### config.mk
export PLATFORM = sky130hd
export DESIGN_NAME = turtle_grid_plotter_core
export DESIGN_NICKNAME = d
export VERILOG_FILES = /design/src/hw/rtl/tgp_pkg.sv /design/src/hw/rtl/turtle_grid_plotter_core.sv /design/src/hw/rtl/tgp_ctrl.sv /design/src/hw/rtl/tgp_datapath.sv
export SDC_FILE = /design/constraint.sdc
export NUM_CORES = 1
export LEC_CHECK = 0
export BUFFER_PORTS_ARGS = -buffer_cell sky130_fd_sc_hd__buf_2
export CELL_PAD_IN_SITES_DETAIL_PLACEMENT = 1
export CELL_PAD_IN_SITES_GLOBAL_PLACEMENT = 2
export CORE_AREA = 2 2 198 249
export CTS_BUF_LIST = sky130_fd_sc_hd__clkbuf_16
export DETAILED_ROUTE_END_ITERATION = 10
export DIE_AREA = 0 0 200 251
export HOLD_SLACK_MARGIN = 0.03
export PLACE_DENSITY = 0.87
export REMOVE_ABC_BUFFERS = 1
export SETUP_SLACK_MARGIN = 0.2
export SLEW_MARGIN = 5
export SYNTH_ARGS = -nofsm -noshare
export SYNTH_HDL_FRONTEND = slang
export SYNTH_SLANG_ARGS = --single-unit
### constraint.sdc
create_clock -name clk -period 5.1 [get_ports clk]
set_clock_uncertainty 0.05 [all_clocks]
set_input_delay 1.02 -clock clk [delete_from_list [all_inputs] [get_ports clk]]
set_output_delay 1.02 -clock clk [all_outputs]
set_load 0.01 [all_outputs]
### src/hw/rtl/tgp_pkg.sv
// Shared constants, codes and controller/datapath interface types for the turtle grid plotter.
package tgp_pkg;

    localparam int GRID_SIZE = 20;
    localparam int POS_W     = $clog2(GRID_SIZE);

    localparam int OP_W      = 4;
    localparam int DIST_W    = 8;
    localparam int STEP_W    = 16;
    localparam int POS_OUT_W = 5;
    localparam int ROW_OUT_W = 20;

    localparam logic [1:0] HEAD_UP    = 2'd0;
    localparam logic [1:0] HEAD_RIGHT = 2'd1;
    localparam logic [1:0] HEAD_DOWN  = 2'd2;
    localparam logic [1:0] HEAD_LEFT  = 2'd3;

    typedef enum logic [OP_W-1:0] {
        OP_PEN_UP   = 4'd1,
        OP_PEN_DOWN = 4'd2,
        OP_RIGHT    = 4'd3,
        OP_LEFT     = 4'd4,
        OP_MOVE     = 4'd5,
        OP_PRINT    = 4'd6,
        OP_STOP     = 4'd9
    } op_t;

    typedef enum logic [1:0] {
        ST_IDLE,
        ST_MOVE,
        ST_PRINT,
        ST_STATUS
    } state_t;

    typedef struct packed {
        logic accept;
        logic set_pen;
        logic pen_val;
        logic rot_cw;
        logic rot_ccw;
        logic move_load;
        logic unk;
        logic move_step;
        logic print_row;
        logic emit_status;
    } cmd_t;

    typedef struct packed {
        logic move_done;
        logic print_done;
    } stat_t;

endpackage

### src/hw/rtl/turtle_grid_plotter_core.sv
// Turtle graphics grid plotter top level: sequencer plus datapath.
// A request is taken when start is high and busy is low; busy then stays high
// until the command is finished. Pen, turn, stop and unknown commands go straight
// to their status result; a move holds busy while the turtle walks one cell per
// cycle, marking the cells on its path when the pen is down; print holds it while
// reading one grid row per cycle from the top row down.
// Each result is driven for exactly one cycle with strobe high, starting in the
// cycle after the work that makes it; the receiver cannot stall, so it must
// take every strobed result. A status result (last high) closes each command.
module turtle_grid_plotter_core (
    input  logic                              clk,
    input  logic                              rst_n,
    input  logic                              start,
    input  logic [tgp_pkg::OP_W-1:0]          op,
    input  logic [tgp_pkg::DIST_W-1:0]        distance,
    output logic                              busy,
    output logic                              strobe,
    output logic                              kind,
    output logic [tgp_pkg::STEP_W-1:0]        step_count,
    output logic [tgp_pkg::POS_OUT_W-1:0]     row_pos,
    output logic [tgp_pkg::POS_OUT_W-1:0]     col_pos,
    output logic [1:0]                        heading,
    output logic                              pen_is_down,
    output logic                              clipped,
    output logic                              unknown_op,
    output logic [tgp_pkg::POS_OUT_W-1:0]     grid_row_index,
    output logic [tgp_pkg::ROW_OUT_W-1:0]     grid_row_bits,
    output logic                              last
);

    tgp_pkg::cmd_t  cmd;
    tgp_pkg::stat_t stat;

    tgp_ctrl u_ctrl (
        .clk   (clk),
        .rst_n (rst_n),
        .start (start),
        .op    (op),
        .stat  (stat),
        .cmd   (cmd),
        .busy  (busy)
    );

    tgp_datapath u_datapath (
        .clk            (clk),
        .rst_n          (rst_n),
        .distance       (distance),
        .cmd            (cmd),
        .stat           (stat),
        .strobe         (strobe),
        .kind           (kind),
        .step_count     (step_count),
        .row_pos        (row_pos),
        .col_pos        (col_pos),
        .heading        (heading),
        .pen_is_down    (pen_is_down),
        .clipped        (clipped),
        .unknown_op     (unknown_op),
        .grid_row_index (grid_row_index),
        .grid_row_bits  (grid_row_bits),
        .last           (last)
    );

endmodule

### src/hw/rtl/tgp_ctrl.sv
// Command sequencer: decodes requests and steps the datapath through move, print and status.
module tgp_ctrl (
    input  logic                      clk,
    input  logic                      rst_n,
    input  logic                      start,
    input  logic [tgp_pkg::OP_W-1:0]  op,
    input  tgp_pkg::stat_t            stat,
    output tgp_pkg::cmd_t             cmd,
    output logic                      busy
);

    tgp_pkg::state_t state_reg;
    tgp_pkg::state_t state_next;

    always_ff @(posedge clk or negedge rst_n)
    begin
        if (!rst_n)
        begin
            state_reg <= tgp_pkg::ST_IDLE;
        end
        else
        begin
            state_reg <= state_next;
        end
    end

    always_comb
    begin
        state_next = state_reg;
        cmd        = '0;
        busy       = (state_reg != tgp_pkg::ST_IDLE);
        unique case (state_reg)
            tgp_pkg::ST_IDLE:
            begin
                if (start)
                begin
                    cmd.accept = 1'b1;
                    state_next = tgp_pkg::ST_STATUS;
                    unique case (op)
                        tgp_pkg::OP_PEN_UP:
                        begin
                            cmd.set_pen = 1'b1;
                            cmd.pen_val = 1'b0;
                        end
                        tgp_pkg::OP_PEN_DOWN:
                        begin
                            cmd.set_pen = 1'b1;
                            cmd.pen_val = 1'b1;
                        end
                        tgp_pkg::OP_RIGHT:
                        begin
                            cmd.rot_cw = 1'b1;
                        end
                        tgp_pkg::OP_LEFT:
                        begin
                            cmd.rot_ccw = 1'b1;
                        end
                        tgp_pkg::OP_MOVE:
                        begin
                            cmd.move_load = 1'b1;
                            state_next    = tgp_pkg::ST_MOVE;
                        end
                        tgp_pkg::OP_PRINT:
                        begin
                            state_next = tgp_pkg::ST_PRINT;
                        end
                        tgp_pkg::OP_STOP:
                        begin
                        end
                        default:
                        begin
                            cmd.unk = 1'b1;
                        end
                    endcase
                end
            end
            tgp_pkg::ST_MOVE:
            begin
                cmd.move_step = 1'b1;
                if (stat.move_done)
                begin
                    state_next = tgp_pkg::ST_STATUS;
                end
            end
            tgp_pkg::ST_PRINT:
            begin
                cmd.print_row = 1'b1;
                if (stat.print_done)
                begin
                    state_next = tgp_pkg::ST_STATUS;
                end
            end
            tgp_pkg::ST_STATUS:
            begin
                cmd.emit_status = 1'b1;
                state_next      = tgp_pkg::ST_IDLE;
            end
            default:
            begin
                state_next = tgp_pkg::ST_IDLE;
            end
        endcase
    end

endmodule

### src/hw/rtl/tgp_datapath.sv
// Turtle state, grid bitmap, move/print counters and registered result ports.
module tgp_datapath (
    input  logic                              clk,
    input  logic                              rst_n,
    input  logic [tgp_pkg::DIST_W-1:0]        distance,
    input  tgp_pkg::cmd_t                     cmd,
    output tgp_pkg::stat_t                    stat,
    output logic                              strobe,
    output logic                              kind,
    output logic [tgp_pkg::STEP_W-1:0]        step_count,
    output logic [tgp_pkg::POS_OUT_W-1:0]     row_pos,
    output logic [tgp_pkg::POS_OUT_W-1:0]     col_pos,
    output logic [1:0]                        heading,
    output logic                              pen_is_down,
    output logic                              clipped,
    output logic                              unknown_op,
    output logic [tgp_pkg::POS_OUT_W-1:0]     grid_row_index,
    output logic [tgp_pkg::ROW_OUT_W-1:0]     grid_row_bits,
    output logic                              last
);

    localparam int POS_W = tgp_pkg::POS_W;
    localparam logic [POS_W-1:0] TOP = POS_W'(tgp_pkg::GRID_SIZE - 1);

    logic [tgp_pkg::GRID_SIZE-1:0] grid_reg [tgp_pkg::GRID_SIZE];

    logic [POS_W-1:0]          row_reg,     row_next;
    logic [POS_W-1:0]          col_reg,     col_next;
    logic [1:0]                heading_reg, heading_next;
    logic                      pen_reg,     pen_next;
    logic [tgp_pkg::STEP_W-1:0] step_reg,   step_next;
    logic [POS_W-1:0]          cnt_reg,     cnt_next;
    logic [POS_W-1:0]          idx_reg,     idx_next;
    logic                      clip_reg,    clip_next;
    logic                      unk_reg,     unk_next;
    logic                      strobe_reg,  strobe_next;

    logic                           kind_reg;
    logic [tgp_pkg::STEP_W-1:0]     step_out_reg;
    logic [tgp_pkg::POS_OUT_W-1:0]  row_out_reg;
    logic [tgp_pkg::POS_OUT_W-1:0]  col_out_reg;
    logic [1:0]                     head_out_reg;
    logic                           pen_out_reg;
    logic                           clip_out_reg;
    logic                           unk_out_reg;
    logic [tgp_pkg::POS_OUT_W-1:0]  index_out_reg;
    logic [tgp_pkg::ROW_OUT_W-1:0]  bits_out_reg;
    logic                           last_out_reg;

    logic [POS_W-1:0] room;
    logic             move_clip;

    always_comb
    begin
        case (heading_reg)
            tgp_pkg::HEAD_UP:    room = TOP - row_reg;
            tgp_pkg::HEAD_RIGHT: room = TOP - col_reg;
            tgp_pkg::HEAD_DOWN:  room = row_reg;
            default:             room = col_reg;
        endcase
    end

    assign move_clip = (distance > tgp_pkg::DIST_W'(room));

    assign stat.move_done  = (cnt_reg == '0);
    assign stat.print_done = (idx_reg == '0);

    always_comb
    begin
        row_next     = row_reg;
        col_next     = col_reg;
        heading_next = heading_reg;
        pen_next     = pen_reg;
        step_next    = step_reg;
        cnt_next     = cnt_reg;
        idx_next     = idx_reg;
        clip_next    = clip_reg;
        unk_next     = unk_reg;
        strobe_next  = cmd.print_row | cmd.emit_status;

        if (cmd.accept)
        begin
            step_next = step_reg + 1'b1;
            idx_next  = TOP;
            clip_next = 1'b0;
            unk_next  = cmd.unk;
        end
        if (cmd.set_pen)
        begin
            pen_next = cmd.pen_val;
        end
        if (cmd.rot_cw)
        begin
            heading_next = heading_reg + 2'd1;
        end
        if (cmd.rot_ccw)
        begin
            heading_next = heading_reg + 2'd3;
        end
        if (cmd.move_load)
        begin
            clip_next = move_clip;
            cnt_next  = move_clip ? room : POS_W'(distance);
        end
        if (cmd.move_step && !stat.move_done)
        begin
            cnt_next = cnt_reg - 1'b1;
            case (heading_reg)
                tgp_pkg::HEAD_UP:    row_next = row_reg + 1'b1;
                tgp_pkg::HEAD_RIGHT: col_next = col_reg + 1'b1;
                tgp_pkg::HEAD_DOWN:  row_next = row_reg - 1'b1;
                default:             col_next = col_reg - 1'b1;
            endcase
        end
        if (cmd.print_row)
        begin
            idx_next = idx_reg - 1'b1;
        end
    end

    always_ff @(posedge clk or negedge rst_n)
    begin
        if (!rst_n)
        begin
            row_reg     <= '0;
            col_reg     <= '0;
            heading_reg <= tgp_pkg::HEAD_UP;
            pen_reg     <= 1'b0;
            step_reg    <= '0;
            cnt_reg     <= '0;
            idx_reg     <= '0;
            clip_reg    <= 1'b0;
            unk_reg     <= 1'b0;
            strobe_reg  <= 1'b0;
            for (int r = 0; r < tgp_pkg::GRID_SIZE; r++)
            begin
                grid_reg[r] <= '0;
            end
        end
        else
        begin
            row_reg     <= row_next;
            col_reg     <= col_next;
            heading_reg <= heading_next;
            pen_reg     <= pen_next;
            step_reg    <= step_next;
            cnt_reg     <= cnt_next;
            idx_reg     <= idx_next;
            clip_reg    <= clip_next;
            unk_reg     <= unk_next;
            strobe_reg  <= strobe_next;
            // pen down: mark the cell under the turtle, then walk on
            if (cmd.move_step && pen_reg)
            begin
                grid_reg[row_reg][col_reg] <= 1'b1;
            end
        end
    end

    always_ff @(posedge clk)
    begin
        if (cmd.print_row)
        begin
            kind_reg      <= 1'b1;
            step_out_reg  <= '0;
            row_out_reg   <= '0;
            col_out_reg   <= '0;
            head_out_reg  <= '0;
            pen_out_reg   <= 1'b0;
            clip_out_reg  <= 1'b0;
            unk_out_reg   <= 1'b0;
            index_out_reg <= tgp_pkg::POS_OUT_W'(idx_reg);
            bits_out_reg  <= tgp_pkg::ROW_OUT_W'(grid_reg[idx_reg]);
            last_out_reg  <= 1'b0;
        end
        else if (cmd.emit_status)
        begin
            kind_reg      <= 1'b0;
            step_out_reg  <= step_reg;
            row_out_reg   <= tgp_pkg::POS_OUT_W'(row_reg);
            col_out_reg   <= tgp_pkg::POS_OUT_W'(col_reg);
            head_out_reg  <= heading_reg;
            pen_out_reg   <= pen_reg;
            clip_out_reg  <= clip_reg;
            unk_out_reg   <= unk_reg;
            index_out_reg <= '0;
            bits_out_reg  <= '0;
            last_out_reg  <= 1'b1;
        end
    end

    assign strobe         = strobe_reg;
    assign kind           = kind_reg;
    assign step_count     = step_out_reg;
    assign row_pos        = row_out_reg;
    assign col_pos        = col_out_reg;
    assign heading        = head_out_reg;
    assign pen_is_down    = pen_out_reg;
    assign clipped        = clip_out_reg;
    assign unknown_op     = unk_out_reg;
    assign grid_row_index = index_out_reg;
    assign grid_row_bits  = bits_out_reg;
    assign last           = last_out_reg;

endmodule

==> run metrics, run 1 <==
initial DRC count 904; max reg flops 400; CTS root buffer clkbuf_16; register area 12500 sq um; Die H 251 um; H-tree depth 2; R2R setup slack 1560 ps; later-pin clock latency in the skew report 570 ps; worst min-delay path class register to register; grt ovf 0; GRT Total Usage 25.9%; Max Cap Viol 0; drt via density 5.93; vias in the first global route 16300; DR vias 14600; Chip Width 200 um; DP Wirelength 38.1 mm; core area 47900 sq um; Most used DFF post-synth dfrtp_1; Peak VDD IR 0.384 mV; Initial Util 46.6%; Post-Synthesis Cells 1748; Final Slew Violations 0; Routed Wire Length 63.0 mm; core utilization of the finished layout 51.5%; CTS tree done; cts bufs inserted 50; DRC violations left 0; GP Congestion 0.825; clock-pin slew on the worst setup and hold paths 60 ps; worst-case clock buffer depth 3; Yosys reg bits 502; Tot Pwr 13.0 mW; Setup CP Type register to register; Slew @ Worst Pin 1250 ps; initial antenna violation count 0; Inst Count DP 2364; final cycle utilization of the critical path 69.4%; number of buffers inserted by hold repair at cts 0; Power Density 526 nW/um^2; Layout area overhead 10.6%; Multi-input gate area 9050 sq um; port bufs 74; Final Instance Area 24700 sq um; largest net degree at the start of global routing 114; final setup vio count 0; Post-synth EDFFs 25; f_max 283 MHz; sequential-to-total area share from yosys stat 56.2%; Rows 90; Setup TNS 0 ps; wire per inst 25.6 um; Post-DP Area 23100 sq um; CTS resizes 0; remaining antenna violation count after routing 0; Finished Layout Cells 2457; Cell Area, Synth 22300 sq um; CP Data Required Time 5490 ps; share of cells above drive strength 1 19.0%; Startpoint Class register; outcome finished clean; Crit path arrival time 3920 ps; first-pass GRT wire length 97.9 mm; Final Hold Vio Count 0; Ports 75; Synth warnings 0; Cell variety after synth 75; Async SR Flop Fraction 88.4%; synthesized area per cell 12.8 sq um; Fillers 4850; TritonRoute pass-1 iters 5; die area 50200 sq um; crit end category register; RSZ-0062 raised after global routing false; clock sinks 502; ant diodes 0; Leakage 12.5 nW; Slew headroom 16.3%; CP max FO 13; Final min period 3540 ps; Final nets 1809; setup bufs post-CTS 0
report_power, final:
group	total [mW]	switching [mW]	internal [mW]	leakage (nW)
Combinational	3.93	2.38	1.55	5.09
Clock	3.53	1.57	1.96	0.808
Sequential	5.51	0.743	4.77	6.63
Total	13.0	4.69	8.28	12.5
through the flow:
stage / worst slack, ps / hold slack, ps
final: 1560 / 396
after CTS: 1550 / 403
after detailed placement: 1570 / 389
after global placement: 1650 / 379
after global routing: 1310 / 419
after floorplan: -667 / 370
area by class of cell:
| type | count | share of cell area [%] |
|---|---|---|
| clock inverters | 42 | 1.08 |
| flip-flops and latches | 502 | 50.8 |
| clock buffers | 51 | 5.18 |
| repair buffers | 105 | 2.74 |
| multi-input cells | 1100 | 36.7 |
| well taps | 644 | 3.27 |
| inverters | 13 | 0.198 |
cell usage in the layout, fill, tap and decap left out, types with 25 or more instances in the layout:
cell	Yosys	final
mux2i_1	99	99
mux2_2	44	44
a21o_1	169	169
a21oi_1	40	40
dfxtp_1	33	33
clkbuf_16	0	51
nor2_1	91	88
dfrtp_1	444	441
buf_4	4	26
nand2_1	73	73
mux4_2	46	46
edfxtp_1	25	25
buf_2	44	73
o21bai_1	246	246
critical path: stages (launching register included):
cell	delay [ps]
dfrtp_1	670
nor2b_1	250
ha_1	290
or4b_1	530
o41a_1	140
o211ai_2	120
ha_1	300
o32ai_1	270
a21oi_1	100
nor3_4	330
mux2i_1	250
o221ai_1	110
layer usage:
layer	wire, um	vias up	track usage, %
met5	0	-	0
met4	2150	0	8.78
met3	2770	126	3.78
met2	31800	341	44.6
met1	26300	7763	33.4
li1	-	6335	-
cell families after synthesis:
kind of cell	synth area share, %
XOR/XNOR	1.18
flip-flops	56.2
AO/OA/AOI/OAI	19.1
adder cells (fa/ha/maj)	1.30
multiplexers	13.0
buffers and inverters	3.39
AND/OR/NAND/NOR	5.79
synth_stat cells, drive strengths merged, types with 13 or more instances:
master	number	area share (%)
dfrtp	444	50
o21bai	255	8.7
a21o	169	5.7
nor2	109	2.1
mux2i	99	4.4
nand2	74	1.3
clkbuf	71	1.2
buf	62	1.9
mux4	60	6.3
a21oi	59	1.6
mux2	45	2.3
o21ai	38	0.87
dfxtp	33	3.0
edfxtp	25	3.4
o31ai	22	0.81
xnor2	21	0.83
ha	20	1.1
o22ai	20	0.56
nand3	14	0.34
inv	13	0.22
worst paths after layout:
kind | startpoint | end | cells after the start
worst max-delay path | u_datapath.heading_reg[0] | u_datapath.cnt_reg[1] | 11
worst min-delay path | u_datapath.grid_reg[44] | u_datapath.grid_reg[44] | 1
worst max register to register | u_datapath.heading_reg[0] | u_datapath.cnt_reg[1] | 11
worst min register to register | u_datapath.grid_reg[44] | u_datapath.grid_reg[44] | 1
max in group asynchronous | rst_n | u_datapath.grid_reg[227] | 2
min in group asynchronous | rst_n | u_datapath.row_reg[3] | 1
Power figures use the tool's default switching activity.
==> run 2, diff against run 1 <==
- CORE_AREA: 2 2 198 249 -> 2 2 205 257
- DIE_AREA: 0 0 200 251 -> 0 0 207 259
- PLACE_DENSITY: 0.87 -> 0.82
- clock period: 5.1 -> 3.54 ns (I/O delays scaled with it)
==> run metrics, run 2 (synthesized netlist as in run 1, its figures left out) <==
outcome finished clean; TritonRoute pass-1 iters 6 (+1); largest net degree at the start of global routing 93 (-18%); clock sinks 502 (unchanged); Routed Wire Length 64.1 mm (+1.8%); Power Density 758 nW/um^2 (+44%); final setup vio count 0 (unchanged); clock-pin slew on the worst setup and hold paths 60 ps (about the same); port bufs 74 (unchanged); Final Hold Vio Count 0 (unchanged); Final nets 1835 (+1.4%); remaining antenna violation count after routing 0 (unchanged); f_max 312 MHz (+10%); DR vias 14700 (+1.2%); cts bufs inserted 51 (+2.0%); max reg flops 400 (unchanged); DRC violations left 0 (unchanged); die area 53600 sq um (+6.8%); initial DRC count 875 (-3.2%); Initial Util 43.5% (-3.0 points); Slew @ Worst Pin 956 ps (-289 ps); Finished Layout Cells 2506 (+2.0%); most frequent cells in the layout dfrtp_1, o21bai_1, a21o_1, mux2i_1, nor2_1; CP max FO 6 (-7); Ports 75 (unchanged); Startpoint Class register; Tot Pwr 18.9 mW (+46%); Chip Width 207 um (+3.5%); worst min-delay path class input port to register; Setup CP Type register to register; R2R setup slack 330 ps (-1230 ps); final cycle utilization of the critical path 90.6% (+21 points); CP Data Required Time 3980 ps (-1510 ps); initial antenna violation count 0 (unchanged); drt via density 5.88 (-0.81%); Place WS 338 ps (-1230 ps); share of cells above drive strength 1 19.7% (+0.74 points); worst-case clock buffer depth 3 (unchanged); Leakage 12.7 nW (+1.2%); GP Congestion 0.820 (-0.52%); first-pass GRT wire length 99.9 mm (+2.1%); CTS tree done; grt ovf 0 (unchanged); Layout area overhead 11.8%; Post-DP Area 23400 sq um (+1.1%); Final Slew Violations 0 (unchanged); Max Cap Viol 0 (unchanged); Die H 259 um (+3.2%); wire per inst 25.6 um (-0.21%); ant diodes 0 (unchanged); Slew headroom 36.0% (+20 points); crit end category register; Final min period 3210 ps (-331 ps); register area 12500 sq um (about the same); Inst Count DP 2407 (+1.8%); Final Instance Area 24900 sq um (+1.1%); Crit path arrival time 3650 ps (-270 ps); later-pin clock latency in the skew report 620 ps (+50 ps); Peak VDD IR 0.477 mV (+24%); core area 51200 sq um (+7.0%); CTS root buffer clkbuf_16; Fillers 5256 (+8.4%); H-tree depth 2 (unchanged); RSZ-0062 raised after global routing true; vias in the first global route 16200 (-0.16%); most common cell after layout, fill and taps aside dfrtp_1; Rows 93 (+3.3%); DP Wirelength 39.1 mm (+2.7%); Setup WS post-layout 332 ps (-1230 ps); GRT Total Usage 24.2% (-1.7 points); Multi-input gate area 9040 sq um (about the same)
[run 2: cell count changes in the layout (fill, tap and decap cells not counted), sizes merged]
cell         before  now
inv              26   29
clkinv           25   26
clkbuf           51   52
buf             105  129
dlygate4sd3       0    1
bufinv            3    1
[run 2: worst max-delay path: stages (launching register included)]
cell      delay, ps
dfrtp_2         450
nor2b_2         190
ha_1            240
or4b_1          520
o41a_1          140
o211ai_2        110
ha_1            290
o32ai_1         280
a21oi_1         120
nor3_4          250
buf_4           180
nor2_1           40
o31a_1          240
[run 2: what timing repair did]
| action | 4_1_cts | 5_1_grt |
|---|---|---|
| resized for setup | 0 | 2 |
| hold endpoints to repair | 2 | 0 |
| setup endpoints to repair | 0 | 3 |
| buffers inserted | 0 | 2 |
| hold buffers | 1 | 0 |
[run 2: path summary, 6_finish.rpt]
kind	start	to	depth (start not counted)
worst max-delay path	u_datapath.heading_reg[1]	u_datapath.cnt_reg[3]	12
worst min register to register	u_datapath.grid_reg[48]	u_datapath.grid_reg[48]	1
worst min-delay path	op[0]	u_datapath.pen_reg	2
worst max register to register	u_datapath.heading_reg[1]	u_datapath.cnt_reg[3]	12
min in group asynchronous	rst_n	u_datapath.grid_reg[300]	2
max in group asynchronous	rst_n	u_datapath.grid_reg[152]	3
[run 2: report_power, final]
| group | total [mW] | leakage [nW] | switching [mW] | internal, mW |
|---|---|---|---|---|
| Clock | 5.05 | 0.807 | 2.31 | 2.73 |
| Sequential | 7.73 | 6.63 | 0.863 | 6.87 |
| Combinational | 6.10 | 5.24 | 3.70 | 2.40 |
[run 2: layer usage]
layer | global-route usage (%) | vias up | wire length (um)
li1 | - | 6402 | -
met1 | 31.2 | 7898 | 27300
met2 | 41.4 | 301 | 32100
met3 | 3.38 | 134 | 2200
met4 | 9.80 | 0 | 2610
met5 | 0 | - | 0
[run 2: through the flow]
step | util, % | hold WS, ps | TNS [ps]
2_1_floorplan | - | 362 | -58660
3_3_place_gp | 45.6 | 379 | 0
3_5_place_dp | 45.6 | 388 | 0
4_1_cts | 48.6 | 323 | 0
5_1_grt | 48.7 | 356 | 0
6_report | 48.7 | 348 | 0
[run 2: area by class of cell]
class	count	share of cell area (%)
Multi-Input combinational cell	1100	36.3
Tap cell	665	3.34
Clock inverter	44	0.929
Sequential cell	502	50.3
Timing Repair Buffer	130	3.73
Inverter	13	0.196
Clock buffer	52	5.22
==> run 3, diff against run 2 <==
- CORE_AREA: 2 2 205 257 -> 2 2 198 249
- DIE_AREA: 0 0 207 259 -> 0 0 200 251
- GPL_TIMING_DRIVEN: default -> 0
- PLACE_DENSITY: 0.82 -> 0.87
- clock period: 3.54 -> 3.8 ns (I/O delays scaled with it)
==> run metrics, run 3 (synthesized netlist as in run 1, its figures left out) <==
outcome finished clean; Final min period 3420 ps (+208 ps); cts bufs inserted 51 (unchanged); DRC violations left 0 (unchanged); grt ovf 0 (unchanged); worst-case clock buffer depth 3 (unchanged); f_max 293 MHz (-6.1%); final setup vio count 0 (unchanged); Peak VDD IR 0.563 mV (+18%); Fillers 4759 (-9.5%); initial antenna violation count 0 (unchanged); Die H 251 um (-3.1%); Rows 90 (-3.2%); final cycle utilization of the critical path 89.9% (-0.72 points); die area 50200 sq um (-6.4%); Initial Util 46.6% (+3.0 points); Final Instance Area 25000 sq um (+0.44%); H-tree depth 2 (unchanged); Startpoint Class register; max reg flops 400 (unchanged); Layout area overhead 12.3%; Final Slew Violations 0 (unchanged); initial DRC count 818 (-6.5%); crit end category register; Inst Count DP 2357 (-2.1%); TritonRoute pass-1 iters 5 (-1); Clk pwr share 28.0% (+1.3 points); Net Sw Frac 35.3% (-1.1 points); CP Data Required Time 4210 ps (+230 ps); Post-DP Area 23300 sq um (about the same); most common cell after layout, fill and taps aside dfrtp_1; Setup CP Type register to register; CTS root buffer clkbuf_16; share of cells above drive strength 1 19.1% (-0.66 points); remaining antenna violation count after routing 0 (unchanged); wire per inst 25.2 um (-1.6%); Crit path arrival time 3830 ps (+180 ps); CP max FO 13 (+7); Max Cap Viol 0 (unchanged); ant diodes 0 (unchanged); Tot Pwr 17.8 mW (-5.8%); Slew @ Worst Pin 1400 ps (+439 ps); drt via density 5.96 (+1.4%); power share of the sequential group 41.0% (about the same); largest net degree at the start of global routing 122 (+31%); RSZ-0062 raised after global routing false; core area 47900 sq um (-6.5%); register area 12500 sq um (about the same); DR vias 14600 (-0.72%); Final Hold Vio Count 0 (unchanged); port bufs 74 (unchanged); Ports 75 (unchanged); later-pin clock latency in the skew report 580 ps (-40 ps); Chip Width 200 um (-3.4%); Routed Wire Length 61.8 mm (-3.7%); Leakage 12.7 nW (about the same); combinational power share 31.0% (-1.3 points); GRT Total Usage 25.5% (+1.3 points); Power Density 711 nW/um^2 (-6.2%); worst min-delay path class register to register; GP Congestion 0.770 (-6.1%); Slew headroom 7.00% (-29 points); clock sinks 502 (unchanged); CTS tree done; Final nets 1807 (-1.5%); Finished Layout Cells 2454 (-2.1%); P_sw 6.29 mW (-8.6%); Multi-input gate area 9080 sq um (+0.42%); DP Wirelength 37.1 mm (-5.1%); clock-pin slew on the worst setup and hold paths 60 ps (about the same); most frequent cells in the layout dfrtp_1, o21bai_1, a21o_1, mux2i_1, nor2_1; first-pass GRT wire length 96.8 mm (-3.0%); vias in the first global route 16400 (+0.86%); P_int 11.5 mW (-4.2%)
==> run 3: cell types whose count changed in the layout (fill, tap and decap cells not counted), sizes merged <==
cell	change
clkbuf	+1
buf	-28
inv	+1
clkinv	-8
bufinv	+4
clkinvlp	-1
==> run 3: layer usage <==
metal  track usage [%]  share of wire, %  routed length, um  up-vias
met5                 0                 0                  0        -
met4              9.63               3.8               2340        0
met3              3.50               4.3               2680      127
met2              43.5                50              30900      365
met1              33.0                42              25900     7782
li1                  -                 -                  -     6355
==> run 3: path summary, 6_finish.rpt <==
| path | start | to | slack [ps] | cells after the start |
|---|---|---|---|---|
| worst max-delay path | u_datapath.heading_reg[1] | u_datapath.cnt_reg[2] | 380 | 12 |
| worst min-delay path | u_datapath.grid_reg[49] | u_datapath.grid_reg[49] | 400 | 1 |
| worst max register to register | u_datapath.heading_reg[1] | u_datapath.cnt_reg[2] | 380 | 12 |
| worst min register to register | u_datapath.grid_reg[49] | u_datapath.grid_reg[49] | 400 | 1 |
| max in group asynchronous | rst_n | u_datapath.grid_reg[133] | 1400 | 5 |
| min in group asynchronous | rst_n | u_datapath.cnt_reg[0] | 500 | 2 |
==> run 3: cell type report <==
class / count / area share [%]
clock buffer: 53 / 5.30
clock inverter: 40 / 1.20
timing repair buffer: 102 / 3.70
multi-input combinational: 1100 / 36.3
tap: 644 / 3.22
sequential: 502 / 50.1
inverter: 13 / 0.195
==> run 3: critical path, stage by stage (launching register included) <==
cell and delay, ps:
dfrtp_2 510, nor2b_2 240, ha_1 250, or4b_1 520, o41a_1 130, o211ai_2 110, ha_1 290, o32ai_1 280
a21oi_1 120, nor3_4 330, buf_4 180, mux2i_1 200, o21ai_1 70
==> run 3: through the flow <==
stage	hold WS, ps	setup WS (ps)	setup TNS, ps	utilization, %
after floorplan	370	-1970	-51380	-
after global placement	379	-6660	-3095330	47.6
after detailed placement	387	85.4	0	48.8
after CTS	403	247	0	52.2
after global routing	416	203	0	52.3
final	401	383	0	52.3
==> run 3: repair_timing <==
action                                 CTS  global route
gates resized for setup                  2             3
setup buffers                            0             3
hold buffers                             1             0
pin swaps                                0             1
setup endpoints to repair                2             4
endpoints found under the hold margin    5             0
==> run 3: power by group through the flow <==
stage               Clock, mW  Combinational, mW  Sequential (mW)
floorplan                   0               3.26             7.48
detailed placement          0               5.50             7.35
global route             5.24               5.98             7.42
global placement            0               4.90             7.78
finish                   4.97               5.51             7.30
CTS                      5.06               5.56             7.28
